$ cat src/hdl/tjd_pkg.sv
// ----------------------------------------------------------------------------
// Touch joystick package
// Shared widths, state encoding and the command and status bundles that
// join the controller and the datapath.
// ----------------------------------------------------------------------------
package tjd_pkg;

	localparam int COORD_BITS = 12;
	localparam int FRAC_BITS  = 4;

	localparam int TOUCH_W  = 12;
	localparam int BOX_W    = 12;
	localparam int DZ_W     = 15;
	localparam int GAIN_W   = 7;
	localparam int VEL_W    = 16;

	localparam int SMOOTH_W = COORD_BITS + FRAC_BITS;
	localparam int SPAN_W   = DZ_W + 1;
	localparam int TOP_W    = DZ_W + 2;
	localparam int PROD_W   = SMOOTH_W + TOP_W;
	localparam int DIVR_W   = BOX_W + FRAC_BITS;
	localparam int V_W      = TOP_W + 1;
	localparam int P_W      = V_W + GAIN_W + 1;
	localparam int GAIN_SHIFT = GAIN_W;

	localparam int DIV_STEPS = PROD_W;
	localparam int CNT_W     = $clog2(DIV_STEPS);

	localparam int COORD_MAX = (1 << COORD_BITS) - 1;

	localparam int ADDR_W = 5;
	localparam int DATA_W = 32;

	localparam logic [2:0] REG_BOX_LEFT   = 3'd0;
	localparam logic [2:0] REG_BOX_TOP    = 3'd1;
	localparam logic [2:0] REG_BOX_WIDTH  = 3'd2;
	localparam logic [2:0] REG_BOX_HEIGHT = 3'd3;
	localparam logic [2:0] REG_DEAD_ZONE  = 3'd4;
	localparam logic [2:0] REG_SPEED_GAIN = 3'd5;

	typedef enum logic [2:0] {
		ST_IDLE,
		ST_EVAL,
		ST_MUL,
		ST_DIV,
		ST_NORM,
		ST_GAIN,
		ST_OUT
	} state_t;

	typedef struct packed {
		logic capture;
		logic eval;
		logic div_load;
		logic div_step;
		logic norm;
		logic gain;
		logic out_load;
		logic out_zero;
	} cmd_t;

	typedef struct packed {
		logic hit;
		logic out_free;
	} sts_t;

endpackage

$ cat src/hdl/tjd_div.sv
// ----------------------------------------------------------------------------
// Restoring divider
// Unsigned long division, one quotient bit per step, quotient shifted into
// the dividend register.
// ----------------------------------------------------------------------------
module tjd_div (
	input  logic                              clk,
	input  logic                              load,
	input  logic                              step,
	input  logic [tjd_pkg::PROD_W-1:0]        dividend,
	input  logic [tjd_pkg::DIVR_W-1:0]        divisor,
	output logic [tjd_pkg::PROD_W-1:0]        quotient
);

	logic [tjd_pkg::PROD_W-1:0] dvd_q;
	logic [tjd_pkg::DIVR_W-1:0] rem_q;
	logic [tjd_pkg::DIVR_W:0]   shifted;
	logic [tjd_pkg::DIVR_W:0]   diff;
	logic                       ge;

	assign shifted = {rem_q, dvd_q[tjd_pkg::PROD_W-1]};
	assign diff    = shifted - {1'b0, divisor};
	assign ge      = shifted >= {1'b0, divisor};

	always_ff @(posedge clk) begin
		if (load) begin
			dvd_q <= dividend;
			rem_q <= '0;
		end else if (step) begin
			dvd_q <= {dvd_q[tjd_pkg::PROD_W-2:0], ge};
			rem_q <= ge ? diff[tjd_pkg::DIVR_W-1:0] : shifted[tjd_pkg::DIVR_W-1:0];
		end
	end

	assign quotient = dvd_q;

endmodule

$ cat src/hdl/tjd_ctrl.sv
// ----------------------------------------------------------------------------
// Touch joystick controller
// Sequences one touch sample through evaluation, division and scaling.
// ----------------------------------------------------------------------------
module tjd_ctrl (
	input  logic          clk,
	input  logic          arst_n,
	input  logic          s_tvalid,
	output logic          s_tready,
	input  tjd_pkg::sts_t sts,
	output tjd_pkg::cmd_t cmd
);

	tjd_pkg::state_t state_q, state_d;
	logic [tjd_pkg::CNT_W-1:0] cnt_q, cnt_d;
	logic zero_q, zero_d;

	always_ff @(posedge clk or negedge arst_n) begin
		if (!arst_n) begin
			state_q <= tjd_pkg::ST_IDLE;
			cnt_q   <= '0;
			zero_q  <= 1'b0;
		end else begin
			state_q <= state_d;
			cnt_q   <= cnt_d;
			zero_q  <= zero_d;
		end
	end

	always_comb begin
		state_d  = state_q;
		cnt_d    = cnt_q;
		zero_d   = zero_q;
		cmd      = '0;
		s_tready = 1'b0;
		case (state_q)
			tjd_pkg::ST_IDLE: begin
				s_tready = 1'b1;
				if (s_tvalid) begin
					cmd.capture = 1'b1;
					state_d     = tjd_pkg::ST_EVAL;
				end
			end
			tjd_pkg::ST_EVAL: begin
				cmd.eval = 1'b1;
				zero_d   = !sts.hit;
				state_d  = sts.hit ? tjd_pkg::ST_MUL : tjd_pkg::ST_OUT;
			end
			tjd_pkg::ST_MUL: begin
				cmd.div_load = 1'b1;
				cnt_d        = '0;
				state_d      = tjd_pkg::ST_DIV;
			end
			tjd_pkg::ST_DIV: begin
				cmd.div_step = 1'b1;
				cnt_d        = cnt_q + 1'b1;
				if (cnt_q == tjd_pkg::CNT_W'(tjd_pkg::DIV_STEPS - 1)) begin
					state_d = tjd_pkg::ST_NORM;
				end
			end
			tjd_pkg::ST_NORM: begin
				cmd.norm = 1'b1;
				state_d  = tjd_pkg::ST_GAIN;
			end
			tjd_pkg::ST_GAIN: begin
				cmd.gain = 1'b1;
				state_d  = tjd_pkg::ST_OUT;
			end
			tjd_pkg::ST_OUT: begin
				if (sts.out_free) begin
					cmd.out_load = 1'b1;
					cmd.out_zero = zero_q;
					state_d      = tjd_pkg::ST_IDLE;
				end
			end
			default: begin
				state_d = tjd_pkg::ST_IDLE;
			end
		endcase
	end

endmodule

$ cat src/hdl/tjd_dp.sv
// ----------------------------------------------------------------------------
// Touch joystick datapath
// Drag state, smoothing, mapping by division, dead zone, gain and the
// output register.
// ----------------------------------------------------------------------------
module tjd_dp (
	input  logic                         clk,
	input  logic                         arst_n,
	input  tjd_pkg::cmd_t                cmd,
	output tjd_pkg::sts_t                sts,
	input  logic [tjd_pkg::BOX_W-1:0]    box_left,
	input  logic [tjd_pkg::BOX_W-1:0]    box_top,
	input  logic [tjd_pkg::BOX_W-1:0]    box_width,
	input  logic [tjd_pkg::BOX_W-1:0]    box_height,
	input  logic [tjd_pkg::DZ_W-1:0]     dead_zone,
	input  logic [tjd_pkg::GAIN_W-1:0]   speed_gain,
	input  logic [23:0]                  s_tdata,
	input  logic                         s_tuser,
	output logic                         m_tvalid,
	input  logic                         m_tready,
	output logic [31:0]                  m_tdata,
	output logic                         m_tuser
);

	localparam int SW = tjd_pkg::SMOOTH_W;

	logic                        touch_q;
	logic [tjd_pkg::TOUCH_W-1:0] pos_q [2];
	logic                        drag_q;
	logic [SW-1:0]               smooth_q [2];

	logic [tjd_pkg::BOX_W-1:0]   lo [2];
	logic [tjd_pkg::BOX_W-1:0]   size [2];
	logic [tjd_pkg::BOX_W:0]     hi [2];
	logic [tjd_pkg::TOUCH_W-1:0] off [2];
	logic [SW-1:0]               tgt [2];
	logic [SW-1:0]               seed [2];
	logic [SW:0]                 sum [2];
	logic                        in_box;

	logic [tjd_pkg::SPAN_W-1:0]  span;
	logic [tjd_pkg::TOP_W-1:0]   top;
	logic [tjd_pkg::DIVR_W-1:0]  divisor [2];
	logic [tjd_pkg::PROD_W-1:0]  product [2];
	logic [tjd_pkg::PROD_W-1:0]  quot [2];
	logic [tjd_pkg::TOP_W-1:0]   qc [2];
	logic signed [tjd_pkg::V_W-1:0] v [2];
	logic signed [tjd_pkg::V_W-1:0] vd [2];
	logic signed [tjd_pkg::V_W-1:0] dz_s;
	logic signed [tjd_pkg::V_W-1:0] vd_q [2];
	logic signed [tjd_pkg::P_W-1:0] p_q [2];
	logic signed [tjd_pkg::P_W-1:0] r [2];
	logic [tjd_pkg::VEL_W-1:0]   vel [2];

	localparam logic signed [tjd_pkg::P_W-1:0] VEL_MAX = tjd_pkg::P_W'(32767);
	localparam logic signed [tjd_pkg::P_W-1:0] VEL_MIN = -tjd_pkg::P_W'(32768);

	assign lo[0]   = box_left;
	assign lo[1]   = box_top;
	assign size[0] = box_width;
	assign size[1] = box_height;

	assign span = tjd_pkg::SPAN_W'(1 << tjd_pkg::DZ_W) + tjd_pkg::SPAN_W'(dead_zone);
	assign top  = {span, 1'b0};
	assign dz_s = $signed(tjd_pkg::V_W'(dead_zone));

	always_comb begin
		for (int i = 0; i < 2; i++) begin
			hi[i] = {1'b0, lo[i]} + {1'b0, size[i]};
			if (pos_q[i] <= lo[i]) begin
				off[i] = '0;
			end else begin
				off[i] = pos_q[i] - lo[i];
				if (off[i] > size[i]) begin
					off[i] = size[i];
				end
				if (int'(off[i]) > tjd_pkg::COORD_MAX) begin
					off[i] = tjd_pkg::TOUCH_W'(tjd_pkg::COORD_MAX);
				end
			end
			tgt[i]  = SW'(32'(off[i]) << tjd_pkg::FRAC_BITS);
			seed[i] = drag_q ? smooth_q[i] : tgt[i];
			sum[i]  = {1'b0, seed[i]} + {1'b0, tgt[i]};

			divisor[i] = {(size[i] == '0) ? tjd_pkg::BOX_W'(1) : size[i],
				tjd_pkg::FRAC_BITS'(0)};
			product[i] = tjd_pkg::PROD_W'(smooth_q[i]) * tjd_pkg::PROD_W'(top);

			qc[i] = (quot[i] > tjd_pkg::PROD_W'(top)) ? top : quot[i][tjd_pkg::TOP_W-1:0];
			v[i]  = $signed({1'b0, qc[i]}) - $signed(tjd_pkg::V_W'(span));
			if (v[i] > dz_s) begin
				vd[i] = v[i] - dz_s;
			end else if (v[i] > -dz_s) begin
				vd[i] = '0;
			end else begin
				vd[i] = v[i] + dz_s;
			end

			r[i] = p_q[i] >>> tjd_pkg::GAIN_SHIFT;
			if (r[i] > VEL_MAX) begin
				vel[i] = tjd_pkg::VEL_W'(VEL_MAX);
			end else if (r[i] < VEL_MIN) begin
				vel[i] = tjd_pkg::VEL_W'(VEL_MIN);
			end else begin
				vel[i] = r[i][tjd_pkg::VEL_W-1:0];
			end
		end
	end

	assign in_box = (pos_q[0] >= lo[0]) && ({1'b0, pos_q[0]} <= hi[0]) &&
		(pos_q[1] >= lo[1]) && ({1'b0, pos_q[1]} <= hi[1]);

	assign sts.hit      = touch_q && (drag_q || in_box);
	assign sts.out_free = !m_tvalid || m_tready;

	always_ff @(posedge clk or negedge arst_n) begin
		if (!arst_n) begin
			drag_q      <= 1'b0;
			smooth_q[0] <= '0;
			smooth_q[1] <= '0;
			m_tvalid    <= 1'b0;
		end else begin
			if (cmd.eval) begin
				if (!touch_q) begin
					drag_q <= 1'b0;
				end else if (sts.hit) begin
					drag_q      <= 1'b1;
					smooth_q[0] <= sum[0][SW:1];
					smooth_q[1] <= sum[1][SW:1];
				end
			end
			if (cmd.out_load) begin
				m_tvalid <= 1'b1;
			end else if (m_tready) begin
				m_tvalid <= 1'b0;
			end
		end
	end

	always_ff @(posedge clk) begin
		if (cmd.capture) begin
			touch_q  <= s_tuser;
			pos_q[0] <= s_tdata[11:0];
			pos_q[1] <= s_tdata[23:12];
		end
		for (int i = 0; i < 2; i++) begin
			if (cmd.norm) begin
				vd_q[i] <= vd[i];
			end
			if (cmd.gain) begin
				p_q[i] <= tjd_pkg::P_W'(vd_q[i]) * $signed({1'b0, speed_gain});
			end
		end
		if (cmd.out_load) begin
			m_tdata <= cmd.out_zero ? '0 : {vel[1], vel[0]};
			m_tuser <= !cmd.out_zero;
		end
	end

	for (genvar g = 0; g < 2; g++) begin : g_div
		tjd_div u_div (
			.clk      (clk),
			.load     (cmd.div_load),
			.step     (cmd.div_step),
			.dividend (product[g]),
			.divisor  (divisor[g]),
			.quotient (quot[g])
		);
	end

endmodule

$ cat src/hdl/touch_joystick_deadzone.sv
// A sample with a touch in the box passes the 33-step restoring
// divider; a release or a missed touch goes straight to the output.
// No new sample is taken until the last result is loaded for output.
// The output register lets the next sample enter while a result waits.
// Reset: asynchronous, active low; clears the drag state, the smoothed
// position and the output valid, and loads the register defaults.
// ----------------------------------------------------------------------------
// Touch joystick with dead zone
// Turns touch samples into saturated Q1.15 velocities through a smoothed,
// box-relative position, a dead zone and a gain.
// ----------------------------------------------------------------------------
module touch_joystick_deadzone (
	input  logic                         clk,
	input  logic                         arst_n,
	input  logic                         psel,
	input  logic                         penable,
	input  logic                         pwrite,
	input  logic [tjd_pkg::ADDR_W-1:0]   paddr,
	input  logic [tjd_pkg::DATA_W-1:0]   pwdata,
	output logic [tjd_pkg::DATA_W-1:0]   prdata,
	output logic                         pready,
	input  logic                         s_tvalid,
	output logic                         s_tready,
	input  logic [23:0]                  s_tdata,  // touch_x, touch_y
	input  logic                         s_tuser,  // touch_valid
	output logic                         m_tvalid,
	input  logic                         m_tready,
	output logic [31:0]                  m_tdata,  // vel_x, vel_y
	output logic                         m_tuser   // tracking
);

	logic [tjd_pkg::BOX_W-1:0]  box_left_q, box_top_q, box_width_q, box_height_q;
	logic [tjd_pkg::DZ_W-1:0]   dead_zone_q;
	logic [tjd_pkg::GAIN_W-1:0] speed_gain_q;
	logic [2:0]                 reg_idx;
	logic                       wr_en;
	tjd_pkg::cmd_t              cmd;
	tjd_pkg::sts_t              sts;

	assign pready  = 1'b1;
	assign reg_idx = paddr[4:2];
	assign wr_en   = psel && penable && pwrite && pready;

	always_ff @(posedge clk or negedge arst_n) begin
		if (!arst_n) begin
			box_left_q   <= '0;
			box_top_q    <= '0;
			box_width_q  <= tjd_pkg::BOX_W'(256);
			box_height_q <= tjd_pkg::BOX_W'(256);
			dead_zone_q  <= tjd_pkg::DZ_W'(3277);
			speed_gain_q <= tjd_pkg::GAIN_W'(4);
		end else if (wr_en) begin
			case (reg_idx)
				tjd_pkg::REG_BOX_LEFT:   box_left_q   <= pwdata[tjd_pkg::BOX_W-1:0];
				tjd_pkg::REG_BOX_TOP:    box_top_q    <= pwdata[tjd_pkg::BOX_W-1:0];
				tjd_pkg::REG_BOX_WIDTH:  box_width_q  <= pwdata[tjd_pkg::BOX_W-1:0];
				tjd_pkg::REG_BOX_HEIGHT: box_height_q <= pwdata[tjd_pkg::BOX_W-1:0];
				tjd_pkg::REG_DEAD_ZONE:  dead_zone_q  <= pwdata[tjd_pkg::DZ_W-1:0];
				tjd_pkg::REG_SPEED_GAIN: speed_gain_q <= pwdata[tjd_pkg::GAIN_W-1:0];
				default: ;
			endcase
		end
	end

	always_comb begin
		case (reg_idx)
			tjd_pkg::REG_BOX_LEFT:   prdata = tjd_pkg::DATA_W'(box_left_q);
			tjd_pkg::REG_BOX_TOP:    prdata = tjd_pkg::DATA_W'(box_top_q);
			tjd_pkg::REG_BOX_WIDTH:  prdata = tjd_pkg::DATA_W'(box_width_q);
			tjd_pkg::REG_BOX_HEIGHT: prdata = tjd_pkg::DATA_W'(box_height_q);
			tjd_pkg::REG_DEAD_ZONE:  prdata = tjd_pkg::DATA_W'(dead_zone_q);
			tjd_pkg::REG_SPEED_GAIN: prdata = tjd_pkg::DATA_W'(speed_gain_q);
			default:                 prdata = '0;
		endcase
	end

	tjd_ctrl u_ctrl (
		.clk      (clk),
		.arst_n   (arst_n),
		.s_tvalid (s_tvalid),
		.s_tready (s_tready),
		.sts      (sts),
		.cmd      (cmd)
	);

	tjd_dp u_dp (
		.clk        (clk),
		.arst_n     (arst_n),
		.cmd        (cmd),
		.sts        (sts),
		.box_left   (box_left_q),
		.box_top    (box_top_q),
		.box_width  (box_width_q),
		.box_height (box_height_q),
		.dead_zone  (dead_zone_q),
		.speed_gain (speed_gain_q),
		.s_tdata    (s_tdata),
		.s_tuser    (s_tuser),
		.m_tvalid   (m_tvalid),
		.m_tready   (m_tready),
		.m_tdata    (m_tdata),
		.m_tuser    (m_tuser)
	);

	// A result without tracking carries zero velocities.
	a_zero_vel: assert property (@(posedge clk) disable iff (!arst_n)
		(m_tvalid && !m_tuser) |-> (m_tdata == '0))
		else $error("idle result with nonzero velocity");

	// Once a sample is taken, no other is taken until its result is loaded.
	a_busy: assert property (@(posedge clk) disable iff (!arst_n)
		(s_tvalid && s_tready) |=> !s_tready)
		else $error("sample accepted while busy");

	// A new result only appears at the end of a sample's processing.
	a_result_src: assert property (@(posedge clk) disable iff (!arst_n)
		$rose(m_tvalid) |-> !$past(s_tready))
		else $error("result without a sample in flight");

endmodule
$ cat config.mk
export PLATFORM = sky130hd
export DESIGN_NAME = touch_joystick_deadzone
export DESIGN_NICKNAME = d
export VERILOG_FILES = /design/src/hdl/tjd_pkg.sv /design/src/hdl/tjd_div.sv /design/src/hdl/tjd_ctrl.sv /design/src/hdl/tjd_dp.sv /design/src/hdl/touch_joystick_deadzone.sv
export SDC_FILE = /design/constraint.sdc
export NUM_CORES = 2
export LEC_CHECK = 0
export BUFFER_PORTS_ARGS = -buffer_cell sky130_fd_sc_hd__buf_4
export CORE_UTILIZATION = 30
export DETAILED_ROUTE_END_ITERATION = 8
export GPL_TIMING_DRIVEN = 0
export PLACE_DENSITY = 0.54
export SLEW_MARGIN = 5
export SYNTH_ARGS = -nofsm -noshare
export SYNTH_HDL_FRONTEND = slang
export SYNTH_SLANG_ARGS = --single-unit
$ cat constraint.sdc
create_clock -name clk -period 13.8 [get_ports clk]
set_input_delay 0.69 -clock clk [delete_from_list [all_inputs] [get_ports clk]]
set_output_delay 0.69 -clock clk [all_outputs]
set_load 0.01 [all_outputs]
==> impl_metrics.ini <==
[critical_path]
crit_family = compound AO/OA/AOI/OAI gates
cp_max_fo = 15
worstPathArrival_ns = 10.90
slowest_delay_ns = 0.87
cp_num_cells = 33
crit_type = register to register
cpMaxStageDelayCell = clkbuf_1
cp-end-kind = register
crit-reg2reg-launch = dead_zone_q[3]$_DFFE_PN1P_
reg2reg_depth = 33
path_common_cell = a21oi_1
crit_required_ns = 14.24
path_buf_inv = 8
crit_start = dead_zone_q[3]$_DFFE_PN1P_
startpoint_type = register

[synthesis]
netlist_area_sq_mm = 0.0507
avgSynthCellArea_sq_um = 8.96
seq_area_frac_synth = 0.186
synth_compound_gate_area_share = 0.123
ys_ff_latch = 344
netlist_top_cells_area = fa_1 (23%), ha_1 (15%), edfxtp_1 (12%)
synth_fa_ha_area_frac = 0.384
synth_ff_type = edfxtp_1
synth_xor_xnor_area_share = 0.0354
synth_top_family_by_area = adder cells
muxShareOfSynthArea = 0.0272
synth-simple-area-share = 0.161
ys_warn_count = 0
netlist-cell-type-count = 86
synth_top_area_frac = 0.234
ys_async_sr_fraction = 0.331
synth_edf_count = 196
synth_cells = 5664
yosysTopAreaCell = fa_1

[clock_network]
insertion_delay_ns = 0.64
cts_tree = yes
cts_inserted_buffers = 46
clk_pin_slew_worst_paths_ns = 0.06
cts_root_buf = clkbuf_16
post_cts_buffers = 0
cts.sinks = 344
hold_buffers = 0
cts_buffer_depth = 3
cts_resized = 0
h-tree-depth = 2

[route]
drt_iter0_drc = 2596
drc = 0
avgRoutedWirePerCell_um = 19.9
ant_nets = 0
routed_wl_mm = 161
viasPerCell = 5.01
first_pass_iters = 6
vias = 40500

[floorplan]
start_util = 0.303
dieArea_sq_mm = 0.171
num_rows = 150
core_sq_mm = 0.168
die_w_um = 413
die_h_um = 413
io_pins = 137

[outcome]
outcome = finished clean

[grt]
grt_pass1_vias = 40900
antenna_found_initial = 7
track_usage = 0.189
grt_pass1_wl_mm = 247
grt_max_degree = 59
grt_overflow = 0

[placed_design]
port_buffers = 97
dpl.hpwl_mm = 131
gp_congestion = 0.928

[timing]
max_slew_margin = 0.0788
report.final.slew_viol_count = 0
tightest_slew_ns = 1.38
fmax_mhz = 95.6
min_period_ns = 10.46
hold_violations = 0
rsz0062_at_grt = false
finalSetupTns_ns = 0
clock_skew_ns = 0.0354
min_period_over_period = 0.758
finalSetupViolations = 0

[layout]
final_common_cell = inv_1
nets = 7103
final_cell_mix = inv_1 (858), ha_1 (609), fa_1 (592), nand2_1 (572), nor2_1 (391)
syn2layout_area_growth_pct = 10.5
drive_gt1_frac = 0.0533

[flow_run]
max-cap-violations = 0

[worst_hold_path]
hold_class = input pin to asynchronous set/reset pin
[final cells by class]
cell class | instances | area [sq um]
Clock inverter | 24 | 309
Buffer | 239 | 990
Timing Repair Buffer | 105 | 862
Fill cell | 17400 | 112000
Antenna cell | 1 | 2.50
Multi-Input combinational cell | 4231 | 37100
Clock buffer | 61 | 1310
Inverter | 866 | 3250
Sequential cell | 344 | 9430
Tap cell | 2204 | 2760
[flip-flops by register name (all words and copies together) (netlist names), 6 cells and up]
signal	count
u_dp.g_div.u_div.quotient	66
u_dp.p_q	38
u_dp.vd_q	36
u_dp.g_div.u_div.rem_q	32
u_dp.m_tdata	32
u_dp.smooth_q	32
u_dp.pos_q	24
dead_zone_q	15
box_height_q	12
box_left_q	12
box_top_q	12
box_width_q	12
speed_gain_q	7
u_ctrl.cnt_q	6
[through the flow]
step / std cells / util / area, sq um / hold slack (ns) / worst slack (ns)
finish: 8075 / 0.334 / 56100 / 0.0391 / 3.34
global placement: 7981 / 0.324 / 54300 / 0.438 / 3.51
global route: 8074 / 0.334 / 56100 / 0.0600 / 2.69
CTS: 8074 / 0.334 / 56100 / 0.0200 / 3.54
floorplan: 5680 / - / 50800 / 0.394 / 6.42
detailed placement: 7989 / 0.325 / 54400 / 0.443 / 3.60
[metal layers]
layer	vias up	wire, um	global-route usage	share of wire
met3	254	10200	0.0299	0.063
met4	6	5500	0.0619	0.034
met5	-	34	0	0.00021
met2	1163	72300	0.301	0.45
met1	20100	73000	0.261	0.45
li1	19000	-	-	-
[synthesized netlist by cell type (all sizes together) (46+ instances only)]
cell and instances:
o21a 79, inv 860, nor3 76, nor2 393, o21ai 258, a21oi 249, edfxtp 196, nand2 573
nor2b 51, dfrtp 104, and2 357, fa 592, nand3 57, ha 609, clkbuf 200, mux2i 68
nand2b 53, nand4 46, xnor2 139, xor2 66, a21o 80, mux2 54
[cell families after synthesis]
kind of cell	Yosys count
buffers and inverters	1105
DFF	344
and+or+nand+nor	1706
muxes	126
adders and majority gates	1201
other	2
AOI/OAI and AO/OA	975
xor gates and xnor gates	205
[worst paths after layout]
path	to	slack (ns)
worst min register to register	u_dp.g_div[1].u_div.rem_q[1]$_SDFFE_PP0N_	0.45
min in group clk	u_dp.touch_q$_DFFE_PP_	0.23
worst max-delay path	u_dp.vd_q[0][16]$_DFFE_PP_	3.34
worst max register to register	u_dp.vd_q[0][16]$_DFFE_PP_	3.34
max in group asynchronous	u_dp.smooth_q[3]$_DFFE_PN0P_	12.94
worst min-delay path	u_dp.m_tvalid$_DFFE_PN0P_	0.04
Power is left out: the tool's default activity adds up to more than one toggle a clock period on the data nets, which glitch-free logic cannot reach.
